[config.mk]
export PLATFORM = sky130hd
export DESIGN_NAME = ibma_zero_find
export DESIGN_NICKNAME = d
export VERILOG_FILES = /design/src/hw/rtl/ibma_pkg.sv /design/src/hw/rtl/ibma_zero_find.sv
export SDC_FILE = /design/constraint.sdc
export NUM_CORES = 1
export LEC_CHECK = 0
export BUFFER_PORTS_ARGS = -buffer_cell sky130_fd_sc_hd__buf_2
export CAP_MARGIN = 20
export CORE_ASPECT_RATIO = 1.5
export CORE_MARGIN = 3
export CORE_UTILIZATION = 35
export DETAILED_ROUTE_END_ITERATION = 16
export GPL_ROUTABILITY_DRIVEN = 0
export SYNTH_ARGS = -nofsm -noshare
export SYNTH_HDL_FRONTEND = slang
export SYNTH_SLANG_ARGS = --single-unit
[constraint.sdc]
create_clock -name vclk -period 2.55
set_input_delay 0.51 -clock vclk [all_inputs]
set_output_delay 0.51 -clock vclk [all_outputs]
set_load 0.02 [all_outputs]
[src/hw/rtl/ibma_pkg.sv]
// shared types and constants for the inode bitmap allocator
// used by the top level, the zero finder and the port checker

package ibma_pkg;

    // storage geometry
    localparam int MAX_GROUPS      = 16;
    localparam int MAX_PER_GROUP   = 1024;
    localparam int WORD_BITS       = 32;
    localparam int WORDS_PER_GROUP = (MAX_PER_GROUP + WORD_BITS - 1) / WORD_BITS;
    localparam int TOTAL_WORDS     = MAX_GROUPS * WORDS_PER_GROUP;

    localparam int GROUP_W = $clog2(MAX_GROUPS);
    localparam int WSEL_W  = $clog2(WORDS_PER_GROUP);
    localparam int BIT_W   = $clog2(WORD_BITS);
    localparam int ADDR_W  = $clog2(TOTAL_WORDS);

    // field widths
    localparam int PPG_W = 11;
    localparam int GC_W  = 5;
    localparam int NUM_W = 15;
    localparam int ST_W  = 2;

    // reset values of the configuration registers
    localparam logic [PPG_W-1:0] PPG_RESET = PPG_W'(MAX_PER_GROUP);
    localparam logic [GC_W-1:0]  GC_RESET  = GC_W'(MAX_GROUPS);
    localparam logic [NUM_W-1:0] FF_RESET  = 15'd11;

    // configuration register indexes
    localparam logic [1:0] CFG_PER_GROUP  = 2'd0;
    localparam logic [1:0] CFG_GROUPS     = 2'd1;
    localparam logic [1:0] CFG_FIRST_FREE = 2'd2;

    // request kinds
    localparam logic FUNC_ALLOC = 1'b0;
    localparam logic FUNC_FREE  = 1'b1;

    // result status codes
    localparam logic [ST_W-1:0] STATUS_OK      = 2'd0;
    localparam logic [ST_W-1:0] STATUS_NOSPACE = 2'd1;
    localparam logic [ST_W-1:0] STATUS_IGNORED = 2'd2;

    // sequencer states
    typedef enum logic [3:0] {
        ST_CLEAR,
        ST_IDLE,
        ST_A_GROUP,
        ST_A_READ,
        ST_A_TEST,
        ST_F_DIV,
        ST_F_READ,
        ST_F_TEST,
        ST_DONE
    } state_t;

    // result of the lowest clear bit search
    typedef struct packed {
        logic             found;
        logic [BIT_W-1:0] pos;
    } find_t;

endpackage

[src/hw/rtl/ibma_zero_find.sv]
// lowest clear bit search over one bitmap word, limited to bits 0..lim
// depends on ibma_pkg for word width and the find_t result type

module ibma_zero_find
    import ibma_pkg::*;
(
    input  logic [WORD_BITS-1:0] word,
    input  logic [BIT_W-1:0]     lim,
    output find_t                result
);

    // scan from the top so the lowest qualifying bit wins
    always_comb
    begin
        result.found = 1'b0;
        result.pos   = '0;
        for (int i = WORD_BITS - 1; i >= 0; i--)
        begin
            if (!word[i] && (BIT_W'(i) <= lim))
            begin
                result.found = 1'b1;
                result.pos   = BIT_W'(i);
            end
        end
    end

endmodule

==> impl_metrics.csv <==
group,metric,value,unit
outcome,outcome,"finished with violations",
outcome,violations,"negative setup slack",
setup_path,timing.critical_path.from_type,"input pin",
min_path,worstHoldPathType,"in -> out",
final_layout,antenna_cells_inserted,0,
sta,finalWorstPathRequiredPeriod,2.63,ns
grt,vias_in_the_first_global_route,1432,
synth,syn-cell-area,1030,um2
setup_path,data_arrival_time_of_the_critical_path,2.12,ns
sta,fmaxAchievable,381,MHz
final_layout,areaGrowthSynthToFinish,59.5,%
synth,synth.lib_cells_used.distinct,52,
synth,ys.warnings.count,0,
power_and_ir_drop,leakage,0.698,nW
floorplanning,die_height,72.4,um
power_and_ir_drop,finalPower,265,uW
setup_path,worst-endpoint-required,2.04,ns
sta,setup_ws,-0.0776,ns
clock_network,ctsHoldBuffers,0,
drt,post_drt_via_cell_ratio,5.72,
grt,grt_use_total,20.7,%
floorplanning,rows,23,
setup_path,worst_setup_path_end_kind,"primary output",
floorplanning,floorplan.initialDensity,37.6,%
grt,initial_antenna_violation_count,0,
sta,max-slew-margin-rel,77.2,%
synth,yosys-top-cells-area,"sky130_fd_sc_hd__a21oi_1, sky130_fd_sc_hd__o21ai_0, sky130_fd_sc_hd__nand2_1, sky130_fd_sc_hd__nand2b_1, sky130_fd_sc_hd__nor3_1",
drt,vias_post_dr,1533,
synth,synthDominantAreaCellType,"sky130_fd_sc_hd__a21oi_1",
power_and_ir_drop,ir_worst_vdd,0.0972,mV
sta,setup_viol,4,
drt,drt_pass1_iterations,4,
synth,synth_area_per_cell,5.98,um2
synth,post-synth-top-area-fraction,9.25,%
sta,layout_worst_path_cycle_share,103,%
sta,final-max-slew-violation-count,0,
grt,grt.overflow.total,0,
drt,drt_iter0_markers,43,
power_and_ir_drop,power-per-cell-area,162,nW/um2
drt,antenna_left,0,
run,maxCapViolations,0,
drt,post_route_wl,3.78,mm
setup_path,worstPathMaxFanout,3,
floorplanning,ioPinCount,43,
final_layout,num-nets-final,270,
drt,detail_route.drc_violations,0,
final_layout,n_sequential_cell,0,
sta,tightest_slew,0.340,ns
setup_path,timing.setup.critical_path_class,"in -> out",
synth,synth_nets,209,
final_layout,fin_util,60.0,%
final_layout,num-clock-buffers,0,
grt,grt_max_degree,17,
sta,rsz_0062_raised_after_global_routing,"yes",
place,pre_cts_slack,-0.134,ns
floorplanning,die_x,50.3,um
place,place.port_buffers,43,
sta,final-hold-violation-count,0,
synth,netlist_instances,172,
final_layout,n_fill_cell,272,
final_layout,layout-drive-gt1-share,40.7,%
grt,grt_pass1_wl,6.12,mm
synth,synth.yosys.seq_area_share,0,%
place,hpwlAfterDp,3.04,mm
floorplanning,floorplan.core_area,2730,um2
final_layout,area.sequential,0,um2
floorplanning,die-area,3640,um2
drt,wl_per_cell,14.1,um
clock_network,post-cts-setup-buffers,0,
==> layer usage <==
layer | up-vias | wire (um) | track usage, %
met3 | 9 | 152 | 0.616
met1 | 698 | 1490 | 25.2
met5 | - | 0 | 0
li1 | 774 | - | -
met4 | 0 | 84 | 4.00
met2 | 52 | 2050 | 39.4
==> worst max-delay path: stages <==
cell and delay (ns):
sky130_fd_sc_hd__buf_8 0.11, sky130_fd_sc_hd__or4b_4 0.54, sky130_fd_sc_hd__a32o_2 0.32, sky130_fd_sc_hd__o31ai_4 0.23, sky130_fd_sc_hd__nor2b_4 0.21, sky130_fd_sc_hd__nor2b_1 0.05
sky130_fd_sc_hd__buf_4 0.15
==> area by class of cell <==
type	instances	area, um2	share of cell area [%]
inverters	8	30.0	1.83
multi-input cells	151	1030	63.0
well taps	37	46.3	2.82
repair buffers	72	531	32.3
==> cell usage after synthesis, drive strengths merged, types with 3 or more instances <==
| master | number |
|---|---|
| a221o | 3 |
| nor3 | 10 |
| or2 | 4 |
| inv | 8 |
| a21o | 3 |
| and2 | 4 |
| o211ai | 3 |
| o31ai | 3 |
| nand2b | 9 |
| buf | 11 |
| nor2 | 9 |
| nand2 | 16 |
| o21ai | 20 |
| nor2b | 6 |
| a21oi | 19 |
==> power by group <==
part / total, mW / switching, mW / internal (mW)
combinational: 0.265 / 0.135 / 0.130
sequential: 0 / 0 / 0
clock: 0 / 0 / 0
total: 0.265 / 0.135 / 0.130
==> final timing paths <==
path                    start   endpoint  slack [ns]  depth (start not counted)
worst max-delay path   lim[1]  result[4]       -0.08                          7
worst min-delay path  word[0]  result[1]        1.41                          4
==> cell usage in the layout (no fill, tap or decap), drive strengths merged, types with 2 or more instances in the layout <==
master / count
a211oi: 2
a21boi: 2
a21o: 3
a21oi: 19
a221o: 3
a31oi: 2
a32o: 2
and2: 4
buf: 71
inv: 8
maj3: 2
nand2: 16
nand2b: 9
nand3b: 2
nand4: 2
nor2: 9
nor2b: 6
nor3: 10
nor4: 2
o211ai: 3
o21a: 2
o21ai: 20
o21bai: 2
o311ai: 2
o31ai: 3
or2: 4
==> cells by family (layout without fill, tap and decap cells) <==
kind of cell	after synthesis	count (layout)	share of synthesized area, %
buffers and inverters	21	80	9.25
AO/OA/AOI/OAI	78	78	50.5
AND/OR/NAND/NOR	71	71	38.3
adder cells (fa/ha/maj)	2	2	1.95
==> stage by stage <==
| step | cells | TNS (ns) | instance area [um2] | hold slack, ns |
|---|---|---|---|---|
| final | 268 | -0.204 | 1640 | 1.41 |
| after global routing | 268 | -0.456 | 1640 | 1.44 |
| after CTS | 268 | -0.0925 | 1580 | 1.39 |
| after detailed placement | 268 | -0.640 | 1490 | 1.38 |
| after global placement | 268 | -0.591 | 1490 | 1.39 |
| after floorplan | 172 | 0 | 1030 | 1.17 |
==> repair_timing <==
action,CTS,global route
cloned,0,0
pin swaps,5,3
resized for setup,25,20
setup endpoints to repair,6,6
No activity file was read; power rests on OpenSTA's default activity.
